File: src/design/tlmsc_pkg.sv
// ----------------------------------------------------------------------------
// Stream cipher package
// Widths, tap polynomials, codes and the LFSR step function.
// ----------------------------------------------------------------------------
`timescale 1ns / 1ps
`default_nettype none

package tlmsc_pkg;

  localparam int DataW   = 8;
  localparam int KeyLowW = 64;
  localparam int KeyHiW  = 16;
  localparam int CfgW    = 64;
  localparam int LenA    = 17;
  localparam int LenB    = 19;
  localparam int LenC    = 42;
  localparam int StepW   = 42;
  localparam int Steps   = 8;

  localparam logic [StepW-1:0] PolyA = 42'h0000000EF75;
  localparam logic [StepW-1:0] PolyB = 42'h00000058C2F;
  localparam logic [StepW-1:0] PolyC = 42'h1E7B4EED1DF;
  localparam logic [StepW-1:0] TopA  = 42'h00000010000;
  localparam logic [StepW-1:0] TopB  = 42'h00000040000;
  localparam logic [StepW-1:0] TopC  = 42'h20000000000;

  // majority of three bits, index {c, b, a}
  localparam logic [7:0] MajorityTab = 8'b1110_1000;

  typedef enum logic [0:0] {
    FUNC_RELOAD = 1'b0,
    FUNC_DATA   = 1'b1
  } func_t;

  typedef enum logic [0:0] {
    REG_KEY_LOW  = 1'b0,
    REG_KEY_HIGH = 1'b1
  } cfg_reg_t;

  typedef struct packed {
    logic load;
    logic step;
  } lfsr_ctl_t;

  function automatic logic [StepW-1:0] lfsr_advance(input logic [StepW-1:0] r,
                                                    input logic [StepW-1:0] poly,
                                                    input logic [StepW-1:0] top);
    logic fb;
    fb = ^(r & poly);
    return (r >> 1) | (fb ? top : '0);
  endfunction

endpackage

`default_nettype wire

File: src/design/tlmsc_ifs.sv
// ----------------------------------------------------------------------------
// Stream cipher channels
// Valid/ready interfaces for input items and result items.
// ----------------------------------------------------------------------------
`timescale 1ns / 1ps
`default_nettype none

interface tlmsc_in_if;
  logic                       valid;
  logic                       ready;
  logic                       func;
  logic [tlmsc_pkg::DataW-1:0] data_in;

  modport source (output valid, output func, output data_in, input ready);
  modport sink   (input valid, input func, input data_in, output ready);
endinterface

interface tlmsc_out_if;
  logic                       valid;
  logic                       ready;
  logic [tlmsc_pkg::DataW-1:0] data_out;

  modport source (output valid, output data_out, input ready);
  modport sink   (input valid, input data_out, output ready);
endinterface

`default_nettype wire

File: src/design/three_lfsr_majority_stream_cipher_core.sv
// ----------------------------------------------------------------------------
// Three-LFSR majority stream cipher core
//
//   channel   direction  payload            handshake
//   in_ch     sink       func, data_in      valid/ready
//   out_ch    source     data_out           valid/ready
//   cfg       write      cfg_index, cfg_data cfg_we
//
// One item per cycle sustained while out_ch is not stalled; an accepted input
// passes the input register, then the result register, before its result is
// valid. The LFSR bank does all eight steps of a data item in the cycle it
// leaves the input register.
// Synchronous reset clears the key, the LFSRs and both valid flags.
// A stalled result holds in the result register while the input register
// still takes one more item.
// ----------------------------------------------------------------------------
`timescale 1ns / 1ps
`default_nettype none

module three_lfsr_majority_stream_cipher_core (
  input  wire logic                       clk,
  input  wire logic                       rst,
  input  wire logic                       cfg_we,
  input  wire logic                       cfg_index,
  input  wire logic [tlmsc_pkg::CfgW-1:0] cfg_data,
  tlmsc_in_if.sink                        in_ch,
  tlmsc_out_if.source                     out_ch
);

  logic                             s1_valid;
  tlmsc_pkg::func_t                 s1_func;
  logic [tlmsc_pkg::DataW-1:0]      s1_data;
  logic                             s1_adv;
  logic                             out_valid;
  logic [tlmsc_pkg::DataW-1:0]      out_data;
  logic [tlmsc_pkg::KeyLowW-1:0]    key_low;
  logic [tlmsc_pkg::KeyHiW-1:0]     key_high;
  logic [tlmsc_pkg::DataW-1:0]      ks;
  tlmsc_pkg::lfsr_ctl_t             ctl;

  tlmsc_key_regs u_key_regs (
    .clk       (clk),
    .rst       (rst),
    .cfg_we    (cfg_we),
    .cfg_index (cfg_index),
    .cfg_data  (cfg_data),
    .key_low   (key_low),
    .key_high  (key_high)
  );

  tlmsc_lfsr_bank u_lfsr_bank (
    .clk      (clk),
    .rst      (rst),
    .ctl      (ctl),
    .key_low  (key_low),
    .key_high (key_high),
    .ks       (ks)
  );

  assign s1_adv      = s1_valid && (!out_valid || out_ch.ready);
  assign in_ch.ready = !s1_valid || s1_adv;

  assign ctl.load = s1_adv && (s1_func == tlmsc_pkg::FUNC_RELOAD);
  assign ctl.step = s1_adv && (s1_func == tlmsc_pkg::FUNC_DATA);

  always_ff @(posedge clk) begin
    if (rst) begin
      s1_valid <= 1'b0;
    end else if (in_ch.ready) begin
      s1_valid <= in_ch.valid;
    end
  end

  always_ff @(posedge clk) begin
    if (in_ch.valid && in_ch.ready) begin
      s1_func <= tlmsc_pkg::func_t'(in_ch.func);
      s1_data <= in_ch.data_in;
    end
  end

  always_ff @(posedge clk) begin
    if (rst) begin
      out_valid <= 1'b0;
    end else if (!out_valid || out_ch.ready) begin
      out_valid <= s1_valid;
    end
  end

  always_ff @(posedge clk) begin
    if (s1_adv) begin
      out_data <= (s1_func == tlmsc_pkg::FUNC_DATA) ? (s1_data ^ ks) : '0;
    end
  end

  assign out_ch.valid    = out_valid;
  assign out_ch.data_out = out_data;

endmodule

`default_nettype wire

File: src/design/tlmsc_key_regs.sv
// ----------------------------------------------------------------------------
// Stream cipher key registers
// Decode configuration writes into the low and high key words.
// ----------------------------------------------------------------------------
`timescale 1ns / 1ps
`default_nettype none

module tlmsc_key_regs (
  input  wire logic                          clk,
  input  wire logic                          rst,
  input  wire logic                          cfg_we,
  input  wire logic                          cfg_index,
  input  wire logic [tlmsc_pkg::CfgW-1:0]    cfg_data,
  output logic      [tlmsc_pkg::KeyLowW-1:0] key_low,
  output logic      [tlmsc_pkg::KeyHiW-1:0]  key_high
);

  always_ff @(posedge clk) begin
    if (rst) begin
      key_low  <= '0;
      key_high <= '0;
    end else if (cfg_we) begin
      unique case (tlmsc_pkg::cfg_reg_t'(cfg_index))
        tlmsc_pkg::REG_KEY_LOW:  key_low  <= cfg_data;
        tlmsc_pkg::REG_KEY_HIGH: key_high <= cfg_data[tlmsc_pkg::KeyHiW-1:0];
        default: ;
      endcase
    end
  end

endmodule

`default_nettype wire

File: src/design/tlmsc_lfsr_bank.sv
// ----------------------------------------------------------------------------
// Stream cipher LFSR bank
// Three LFSRs, eight steps per data item, majority keystream byte.
// ----------------------------------------------------------------------------
`timescale 1ns / 1ps
`default_nettype none

module tlmsc_lfsr_bank (
  input  wire logic                          clk,
  input  wire logic                          rst,
  input  wire tlmsc_pkg::lfsr_ctl_t          ctl,
  input  wire logic [tlmsc_pkg::KeyLowW-1:0] key_low,
  input  wire logic [tlmsc_pkg::KeyHiW-1:0]  key_high,
  output logic      [tlmsc_pkg::DataW-1:0]   ks
);

  logic [tlmsc_pkg::LenA-1:0] shift_a;
  logic [tlmsc_pkg::LenB-1:0] shift_b;
  logic [tlmsc_pkg::LenC-1:0] shift_c;
  logic [tlmsc_pkg::LenA-1:0] shift_a_next;
  logic [tlmsc_pkg::LenB-1:0] shift_b_next;
  logic [tlmsc_pkg::LenC-1:0] shift_c_next;
  logic [tlmsc_pkg::KeyLowW+tlmsc_pkg::KeyHiW-1:0] key;

  assign key = {key_high, key_low};

  always_comb begin
    logic [tlmsc_pkg::StepW-1:0] a;
    logic [tlmsc_pkg::StepW-1:0] b;
    logic [tlmsc_pkg::StepW-1:0] c;
    a  = tlmsc_pkg::StepW'(shift_a);
    b  = tlmsc_pkg::StepW'(shift_b);
    c  = tlmsc_pkg::StepW'(shift_c);
    ks = '0;
    for (int i = 0; i < tlmsc_pkg::Steps; i++) begin
      ks[i] = tlmsc_pkg::MajorityTab[{c[0], b[0], a[0]}];
      a = tlmsc_pkg::lfsr_advance(a, tlmsc_pkg::PolyA, tlmsc_pkg::TopA);
      b = tlmsc_pkg::lfsr_advance(b, tlmsc_pkg::PolyB, tlmsc_pkg::TopB);
      c = tlmsc_pkg::lfsr_advance(c, tlmsc_pkg::PolyC, tlmsc_pkg::TopC);
    end
    shift_a_next = a[tlmsc_pkg::LenA-1:0];
    shift_b_next = b[tlmsc_pkg::LenB-1:0];
    shift_c_next = c[tlmsc_pkg::LenC-1:0];
  end

  always_ff @(posedge clk) begin
    if (rst) begin
      shift_a <= '0;
      shift_b <= '0;
      shift_c <= '0;
    end else if (ctl.load) begin
      shift_a <= key[tlmsc_pkg::LenA-1:0];
      shift_b <= key[tlmsc_pkg::LenA+tlmsc_pkg::LenB-1:tlmsc_pkg::LenA];
      shift_c <= key[tlmsc_pkg::LenA+tlmsc_pkg::LenB+tlmsc_pkg::LenC-1:
                     tlmsc_pkg::LenA+tlmsc_pkg::LenB];
    end else if (ctl.step) begin
      shift_a <= shift_a_next;
      shift_b <= shift_b_next;
      shift_c <= shift_c_next;
    end
  end

endmodule

`default_nettype wire

File: src/flat_wrapper.sv
// flat-port wrapper written by rule: the top's interface ports become plain ports
module three_lfsr_majority_stream_cipher_core_flat 
  (clk, rst, cfg_we, cfg_index, cfg_data, in_ch_valid, in_ch_func, in_ch_data_in, in_ch_ready, out_ch_valid, out_ch_data_out, out_ch_ready);
  tlmsc_in_if in_ch_i ();
  tlmsc_out_if out_ch_i ();
  input  wire logic clk;
  input  wire logic rst;
  input  wire logic cfg_we;
  input  wire logic cfg_index;
  input  wire logic [tlmsc_pkg::CfgW-1:0] cfg_data;
  input wire logic [$bits(in_ch_i.valid)-1:0] in_ch_valid;
  input wire logic [$bits(in_ch_i.func)-1:0] in_ch_func;
  input wire logic [$bits(in_ch_i.data_in)-1:0] in_ch_data_in;
  output wire logic [$bits(in_ch_i.ready)-1:0] in_ch_ready;
  output wire logic [$bits(out_ch_i.valid)-1:0] out_ch_valid;
  output wire logic [$bits(out_ch_i.data_out)-1:0] out_ch_data_out;
  input wire logic [$bits(out_ch_i.ready)-1:0] out_ch_ready;
  assign in_ch_i.valid = in_ch_valid;
  assign in_ch_i.func = in_ch_func;
  assign in_ch_i.data_in = in_ch_data_in;
  assign in_ch_ready = in_ch_i.ready;
  assign out_ch_valid = out_ch_i.valid;
  assign out_ch_data_out = out_ch_i.data_out;
  assign out_ch_i.ready = out_ch_ready;
  three_lfsr_majority_stream_cipher_core u_core (.clk(clk), .rst(rst), .cfg_we(cfg_we), .cfg_index(cfg_index), .cfg_data(cfg_data), .in_ch(in_ch_i), .out_ch(out_ch_i));
endmodule
File: config.mk
export PLATFORM = sky130hd
export DESIGN_NAME = three_lfsr_majority_stream_cipher_core_flat
export DESIGN_NICKNAME = d
export VERILOG_FILES = /design/src/design/tlmsc_pkg.sv /design/src/design/tlmsc_ifs.sv /design/src/design/three_lfsr_majority_stream_cipher_core.sv /design/src/design/tlmsc_key_regs.sv /design/src/design/tlmsc_lfsr_bank.sv /design/src/flat_wrapper.sv
export SDC_FILE = /design/constraint.sdc
export NUM_CORES = 1
export LEC_CHECK = 0
export BUFFER_PORTS_ARGS = -buffer_cell sky130_fd_sc_hd__buf_2
export CORE_ASPECT_RATIO = 1.1
export CORE_MARGIN = 1.5
export CORE_UTILIZATION = 44
export CTS_BUF_LIST = sky130_fd_sc_hd__clkbuf_8
export DETAILED_ROUTE_END_ITERATION = 16
export GPL_TIMING_DRIVEN = 0
export SLEW_MARGIN = 10
export SYNTH_ARGS = -nofsm -noshare
export SYNTH_HDL_FRONTEND = slang
export SYNTH_HIERARCHICAL = 1
export SYNTH_SLANG_ARGS = --single-unit
File: constraint.sdc
create_clock -name clk -period 4.74 [get_ports clk]
set_clock_uncertainty 0.15 [all_clocks]
set_input_delay 0.237 -clock clk [delete_from_list [all_inputs] [get_ports clk]]
set_output_delay 0.237 -clock clk [all_outputs]
set_load 0.02 [all_outputs]
### Yosys cells after proc, flatten, opt, wreduce, memory -nomap -nowiden

Memory sizes are Yosys's and may differ from the RTL's. A register that Yosys moved wholly into a read port is not among the register bits.
Index checks and enable logic that the tools add are counted.

* $lt $le $gt $ge: 8
* muxes and demuxes: 40
* bitwise logic cells: 27
* reduce and logical (&&, ||, !) cells: 35

Operator list (count)
* XOR reduction 42 bit: 24
* 2-to-1 mux 42 bit: 10
* bitwise OR 41 x 42 -> 42 bit: 8
* 2-to-1 mux 19 bit: 10
* 2-to-1 mux 17 bit: 10
* bitwise OR 16 x 17 -> 17 bit: 7
* bitwise OR 18 x 19 -> 19 bit: 6
* less-than comparator 3 x 4 -> 1 bit, second input constant: 8
* bitwise OR 20 x 19 -> 20 bit: 1
* bitwise OR 19 bit: 1
* bitwise OR 17 bit: 1
* 2-to-1 mux 1 bit: 8
* bitwise XOR 8 bit: 1
* 2-to-1 mux 3 bit: 2
* logical AND 1 bit: 4
* AND reduction 2 bit: 2
* zero test 1 bit: 2
* logical OR 1 bit: 2
* NOT 1 bit: 2
* nonzero test 2 bit: 1

* register bits after elaboration: 175
* ROM bits: 64
* word-level logic and storage cells: 128
* output and inout bits: 10
* memories: 8
* bits of input ports: 79

Memory list
* (no name shown): words 8, width 1, rd ports 1, clocked after memory_dff 0, wr ports 0, line tlmsc_lfsr_bank.sv:36 `ks[i] = tlmsc_pkg::MajorityTab[{c[0], b[0], a[0]}];`
* (no name shown): words 8, width 1, rd ports 1, clocked after memory_dff 0, wr ports 0, line tlmsc_lfsr_bank.sv:36
* (no name shown): words 8, width 1, rd ports 1, clocked after memory_dff 0, wr ports 0, line tlmsc_lfsr_bank.sv:36
* (no name shown): words 8, width 1, rd ports 1, clocked after memory_dff 0, wr ports 0, line tlmsc_lfsr_bank.sv:36
* (no name shown): words 8, width 1, rd ports 1, clocked after memory_dff 0, wr ports 0, line tlmsc_lfsr_bank.sv:36
* (no name shown): words 8, width 1, rd ports 1, clocked after memory_dff 0, wr ports 0, line tlmsc_lfsr_bank.sv:36
* +2 memories

### Logic depth before layout (Yosys ltp)

Gate-level depths: netlist of run 1.

* depth after elaboration: 28
* depth in mapped cells: 9
* gate-level depth less buffers: 8

### Cells and area by module

The synthesis of run 1 kept the hierarchy.

Modules (own cells, without submodules)
* tlmsc_lfsr_bank: cells an instance 631, area an instance 5584.1 um^2, times used 1, sequential area each 1581.5 um^2
* tlmsc_key_regs: cells an instance 340, area an instance 3524.6 um^2, times used 1, sequential area each 1601.5 um^2
* three_lfsr_majority_stream_cipher_core: cells an instance 45, area an instance 752.0 um^2, times used 1, sequential area each 550.5 um^2

### Worst setup path before layout of run 1

No wires, ideal clock.

* kind: flip-flop to flip-flop
* from: register u_core/u_lfsr_bank/shift_c[10] in the netlist's numbering
* to: register u_core/u_lfsr_bank/shift_c[41] in the netlist's numbering
* clock period less this slack: 2983 ps
* path slack: 1757 ps
* data arrival time: 2757 ps
* required time: 4514 ps
* library setup time: 76 ps
* stages on the path, launching flop included: 9
* path buffers: 0
* cell sequence: dfxtp_1 -> xnor3_1 -> xnor2_1 -> xnor3_4 -> xnor3_1 -> xnor2_2 -> xnor3_1 -> xor2_1 -> o22ai_1

* longest elaborated chain between the ends: 16
* elaborated cells between the ends (all ways): 20
* classes of those cells: mux: 7; bitwise: 8; reduce/logical: 5

RTL lines
* from (decl): line tlmsc_lfsr_bank.sv:19 `logic [tlmsc_pkg::LenC-1:0] shift_c;`
* from (signal assigned): line tlmsc_lfsr_bank.sv:54 `shift_c <= key[tlmsc_pkg::LenA+tlmsc_pkg::LenB+tlmsc_pkg::LenC-1:`
* from (signal assigned): line tlmsc_lfsr_bank.sv:59 `shift_c <= shift_c_next;`
* bitwise OR 41 x 42 -> 42 bit * (2 in a row): line tlmsc_pkg.sv:50 `return (r >> 1) | (fb ? top : '0);`
* XOR reduction 42 bit or bitwise OR 41 x 42 -> 42 bit (tied branches): line tlmsc_pkg.sv:49, tlmsc_pkg.sv:50
* 2-to-1 mux 42 bit or XOR reduction 42 bit (tied branches): line tlmsc_pkg.sv:50, tlmsc_pkg.sv:49
* bitwise OR 41 x 42 -> 42 bit * (2 in a row): line tlmsc_pkg.sv:50
* XOR reduction 42 bit or bitwise OR 41 x 42 -> 42 bit (tied branches): line tlmsc_pkg.sv:49, tlmsc_pkg.sv:50
* 2-to-1 mux 42 bit or XOR reduction 42 bit (tied branches): line tlmsc_pkg.sv:50, tlmsc_pkg.sv:49
* bitwise OR 41 x 42 -> 42 bit * (3 in a row): line tlmsc_pkg.sv:50
* XOR reduction 42 bit *: line tlmsc_pkg.sv:49 `fb = ^(r & poly);`
* 2-to-1 mux 42 bit *: line tlmsc_pkg.sv:50
* bitwise OR 41 x 42 -> 42 bit *: line tlmsc_pkg.sv:50
* 2-to-1 mux 42 bit *: line tlmsc_lfsr_bank.sv:56 `end else if (ctl.step) begin`
* 2-to-1 mux 42 bit *: line tlmsc_lfsr_bank.sv:51 `end else if (ctl.load) begin`

Mark *: on every way between the ends. The rest lies on a longest branch, timed or not. The select of a mux whose other input is x is not followed.
A chain may end at the register's enable or synchronous reset.

==> metrics.txt, run 1 <==
cell area after synthesis 9790 µm²; cell family with most CP delay buffers and inverters; Worst-Skew Late Latency approximately 460 ps; max cap viols 0; cts repair resizes 0; overall via count from detail_route approximately 7400; total grt overflow 0; Slew @ Worst Pin 846 ps; Design Area, Final 11800 µm²; Req. time, crit path 4930 ps; Num Clock Sinks 176; Post-Layout Cell Count about 1500; Rows 57; Sw Pwr about 1.3 mW; Port Buffer Count just under 90; vias in the first global route 7515; RR Endpoint u_core/u_lfsr_bank/shift_a[9]; largest net degree at the start of global routing 17; hold_ws between 70 and 80 ps; wirelength, routed approximately 26000 µm; WHS Path Cells 2; register area 3690 µm²; Clock power frac 0.256; post-route ant nets 0; wire length on met3 1040 µm; Final Max Slew Viols 0; final core utilization 0.536; crit end category flip-flop; multi-input logic area around 5700 µm²; DIE AREA 23200 µm²; Worst Path Arrival 3520 ps; Post-route DRC 0; CP max FO 10; starting density of the core 0.446; Place WS around 1400 ps; Overall Global Routing Usage 0.233; CP most frequent cell clkbuf_1; switch share 0.309; Max-slew headroom 0.436; DR top layer met4; CTS root buffer clkbuf_8; CP Class in2reg; initial antenna violation count 0; Post-layout nets approximately 1300; status completed; Hold Path Class in2reg; Hold Vio Cnt, Final 0; Achievable Freq 0.300 GHz; syn nets 1089; CP max stage cell clkbuf_1; R2R Setup Slk 1420 ps; DP Area 10600 µm²; die width 145 µm; DR iter-0 viols around 410; Crit path buffers/inverters 6; internal power 3.00 mW; number of diodes 0; DP Wirelength 19000 µm; Worst Reg-to-Reg Cells 8; RSZ-0062 raised after global routing false; Worst setup SP type input pin; Mapped Avg Cell Area 9.69 µm²; core area 22000 µm²; io pins 89; post-layout min period 3340 ps; drt wl/cell 17.4 µm; met2 wire len 12200 µm; CP Cell Sequence dlygate4sd3_1, buf_2, nand2b_1, and3_1, clkbuf_1, clkbuf_1, clkbuf_1, clkbuf_1, a211oi_1, a21oi_1, nor2_1; total CTS buffers 17; placed insts 1393; Layout fillers between 2000 and 2500; final setup violating endpoints 0; total power 4.34 mW; Gate Count Post-Synth 1010; Gate power share 0.363; Hold Crit Start in_ch_valid; H-Tree Depth 4; CTS tree built; global-route wire length before repair roughly 42000 µm; Power per Cell Area 368 nW/µm²; share of power burned in registers 0.382; Area growth, synth to finish 20.3%; share of layout cells above drive strength 1 0.121; Peak VDD IR approximately 0.00026 V; first drt pass iteration count 5; TNS Setup 0 ps; Vias per Instance 4.95; DIE HEIGHT 159 µm; reg-to-reg startpoint u_core/s1_func; Synthesis Warnings 6; clock transition at the registers of the reported paths about 90 ps; CP peak stage delay approximately 700 ps; Post-Route M1 WL 12600 µm; worst setup margin around 1400 ps; RD Place Congestion just under 0.9; period utilization 0.704; hold path endpoint u_core/s1_data[7]; LEAKAGE approximately 4.5 nW; maximum root-to-sink buffer count 2
==> worst max path at each step <==
stage,startpoint,to,slack (ps),depth (start not counted)
after floorplan,u_core/u_lfsr_bank/shift_c[10],u_core/u_lfsr_bank/shift_c[41],1760,8
after global placement,u_core/u_lfsr_bank/shift_c[10],u_core/u_lfsr_bank/shift_c[41],1460,8
after detailed placement,u_core/s1_func,u_core/u_lfsr_bank/shift_a[12],1450,8
after CTS,u_core/s1_func,u_core/u_lfsr_bank/shift_a[12],1420,8
after global routing,u_core/s1_func,u_core/u_lfsr_bank/shift_c[40],1140,7
final,out_ch_ready,u_core/u_lfsr_bank/shift_a[9],1400,11
==> repair_timing <==
action,CTS,global route
hold buffers,76,0
buffers inserted,0,0
endpoints found under the hold margin,89,0
==> power by group through the flow <==
| stage | clock, mW | combinational, mW | sequential [mW] |
|---|---|---|---|
| 2_1_floorplan | 0 | 1.26 | 1.66 |
| 3_3_place_gp | 0 | 1.50 | 1.69 |
| 3_5_place_dp | 0 | 1.50 | 1.69 |
| 4_1_cts | 1.14 | 1.57 | 1.66 |
| 5_1_grt | 1.20 | 1.71 | 1.66 |
| 6_report | 1.11 | 1.57 | 1.66 |
==> flip-flops by register name, summed over array words and instances, names as in the netlist <==
register and flops:
u_core/u_lfsr_bank/shift_a 17, u_core/s1_valid 1, u_core/u_key_regs/key_high 14, u_core/u_lfsr_bank/ks 1
u_core/u_lfsr_bank/shift_c 42, u_core/s1_func 1, u_core/out_ch.valid 1, u_core/s1_data 8
u_core/u_lfsr_bank/shift_b 19, u_core/u_key_regs/key_low 64, u_core/out_ch.data_out 8
==> area by class of cell <==
type,instances,area share
flip-flops and latches,176,0.314
multi-input cells,749,0.484
repair buffers,164,0.102
inverters,5,0.00159
plain buffers,80,0.0320
clock buffers,20,0.0234
clock inverters,12,0.0121
well taps,295,0.0313
==> per-layer routing <==
metal,vias up,track usage
met5,-,0
li1,3761,-
met1,3475,0.319
met4,0,0.0603
met2,174,0.388
met3,19,0.0307
==> worst reg2reg max path: cells and delay by family (launching register included) <==
kind,cells,cell delay (ps)
AND/OR/NAND/NOR,2,300
buffers and inverters,4,1920
flip-flops,1,510
AO/OA/AOI/OAI,2,330
==> cells in the final DEF (no fill, tap or decap), drive strengths merged, types with 3 or more instances in the layout <==
cell type,n
xnor2,125
xnor3,26
a211oi,14
nand2b,95
and2,10
dlygate4sd3,76
o21ai,50
clkbuf,75
inv,9
bufinv,3
buf,113
or3,3
xor3,3
dfxtp,159
mux2i,87
nand2,14
xor2,37
a21oi,76
maj3,8
edfxtp,17
nor2,143
nand4bb,48
clkinv,4
No activity file was read; power rests on OpenSTA's default activity.
==> run 2: changes to the inputs <==
clock period = 2.9 ns   (was 4.74 ns; I/O delays follow)
==> run 2 against run 1 <==
  * Critical path depth is 3 lower
  * Routed wire length is 2.0% higher
  * Non-clock buffer count is 6 higher
  * Sequential power is 64% higher
  * Critical path type is now reg2reg
  * Power is 66% higher
  * Highest routed layer unchanged
  * Utilization is 0.96 points higher
==> metrics.txt, run 2 (synthesized netlist as in run 1, its figures left out) <==
Overall Global Routing Usage 0.236 (+0.00333); crit end category flip-flop; Slew @ Worst Pin 744 ps (-102 ps); Worst Reg-to-Reg Cells 8 (unchanged); Layout fillers 2040 (-1.8%); cell family with most CP delay XOR/XNOR gates; TNS Setup 0 ps (unchanged); worst setup margin 9.34 ps (-1390 ps); vias in the first global route 7571 (+0.75%); overall via count from detail_route 7516 (+1.2%); core area 22000 µm² (unchanged); Area growth, synth to finish 22.5%; LEAKAGE 4.64 nW (+2.3%); Hold Path Class in2reg; DR iter-0 viols 499 (+21%); Port Buffer Count 88 (unchanged); Power per Cell Area 601 nW/µm² (+63%); CP Cell Sequence xnor3_2, xnor3_1, xnor3_4, xnor2_4, xor3_1, a211oi_2, a21oi_1, nor2_1; wirelength, routed 26700 µm (+2.0%); Vias per Instance 4.99 (+0.77%); Post-route DRC 0 (unchanged); Rows 57 (unchanged); WHS Path Cells 4 (+2); placed insts 1393 (unchanged); RD Place Congestion 0.869 (-1.2%); number of flip-flops in the largest register 64 (unchanged); Crit. path cell count 8 (-3); Worst-Skew Late Latency 470 ps (about the same); final setup violating endpoints 0 (unchanged); Achievable Freq between 0.3 and 0.4 GHz; CP peak stage delay 530 ps (-170 ps); largest net degree at the start of global routing 17 (unchanged); initial antenna violation count 0 (unchanged); H-Tree Depth 4 (unchanged); share of layout cells above drive strength 1 0.164 (+0.0431); CTS root buffer clkbuf_8; period utilization 0.997; Hold Vio Cnt, Final 0 (unchanged); post-route ant nets 0 (unchanged); io pins 89 (unchanged); first drt pass iteration count 5 (unchanged); Top reg by flops u_core/u_key_regs/key_low; Peak VDD IR 0.000420 V (+62%); maximum root-to-sink buffer count 2 (unchanged); Post-Layout Cell Count 1507 (+0.40%); clock transition at the registers of the reported paths 90 ps (about the same); Final Max Slew Viols 0 (unchanged); CP max stage cell xnor3_4; starting density of the core 0.446 (unchanged); Worst Path Arrival 3140 ps (-380 ps); Place WS -423 ps (-1870 ps); most frequent cells in the layout dfxtp_1, nor2_1, xnor2_1, nand2b_1, buf_2; RSZ-0062 raised after global routing true; CTS tree built; Crit path buffers/inverters 0 (-6); CP max FO 4 (-6); total grt overflow 0 (unchanged); Max-slew headroom 0.504 (+0.0680); final core utilization 0.546 (+0.00957); global-route wire length before repair 42800 µm (+1.3%); drt wl/cell 17.7 µm (+1.6%); CP Class reg2reg; max cap viols 0 (unchanged); DIE AREA 23200 µm² (unchanged); Post-layout nets 1278 (+0.47%); die width 145 µm (unchanged); Num Clock Sinks 176 (unchanged); Top Registers u_core/u_key_regs/key_low: 64 flops, u_core/u_lfsr_bank/shift_c: 42 flops, u_core/u_lfsr_bank/shift_b: 19 flops; DP Wirelength 18900 µm (-0.59%); total CTS buffers 17 (unchanged); Req. time, crit path 3150 ps (-1780 ps); post-layout min period roughly 2900 ps; status completed; Worst setup SP type flip-flop; DIE HEIGHT 159 µm (unchanged); number of diodes 0 (unchanged)
[run 2: final cells by class]
cell class / count / area, µm² / area share
Tap cell: 295 / 369 / 0.0308
Clock inverter: 15 / 146 / 0.0122
Sequential cell: 176 / 3720 / 0.311
Multi-Input combinational cell: 749 / 5850 / 0.488
Clock buffer: 17 / 234 / 0.0195
Inverter: 5 / 18.8 / 0.00157
Buffer: 78 / 383 / 0.0319
Timing Repair Buffer: 172 / 1260 / 0.105
[run 2: metal layers]
metal	global-route usage	vias up	routed length, µm
met5	0	-	0
met4	0.0603	0	442
met3	0.0470	27	1230
met2	0.387	188	12400
met1	0.320	3533	12600
li1	-	3768	-
[run 2: power by group]
group | switching (mW) | total, mW | internal, mW
Sequential | 0.131 | 2.72 | 2.59
Combinational | 1.24 | 2.80 | 1.56
Clock | 0.921 | 1.68 | 0.759
[run 2: what timing repair did]
| action | 4_1_cts | 5_1_grt |
|---|---|---|
| setup buffers | 7 | 0 |
| hold buffers | 77 | 0 |
| cloned | 0 | 0 |
| hold endpoints to repair | 98 | 0 |
| setup endpoints to repair | 39 | 40 |
| gates resized for setup | 26 | 30 |
| pin swaps | 12 | 3 |
[run 2: path summary, 6_finish.rpt]
kind	from	to	slack [ps]
setup / recovery	u_core/u_lfsr_bank/shift_c[34]	u_core/u_lfsr_bank/shift_c[38]	9
hold reg to reg	u_core/u_key_regs/key_low[56]	u_core/u_key_regs/key_low[56]	320
setup reg to reg	u_core/u_lfsr_bank/shift_c[34]	u_core/u_lfsr_bank/shift_c[38]	9
hold / removal	cfg_we	u_core/u_key_regs/key_low[18]	120
[run 2: metrics by stage]
stage,area (µm²),total power [mW],hold WS (ps)
floorplan,9800,4.78,57.4
global placement,10600,5.22,179
detailed placement,10600,5.21,175
CTS,11900,7.18,95.7
global route,12000,7.57,115
finish,12000,7.20,117
[run 2: tightest hold or removal path, stage by stage]
cell	delay, ps
buf_2	170
buf_4	220
nand4bb_1	110
o21ai_1	50
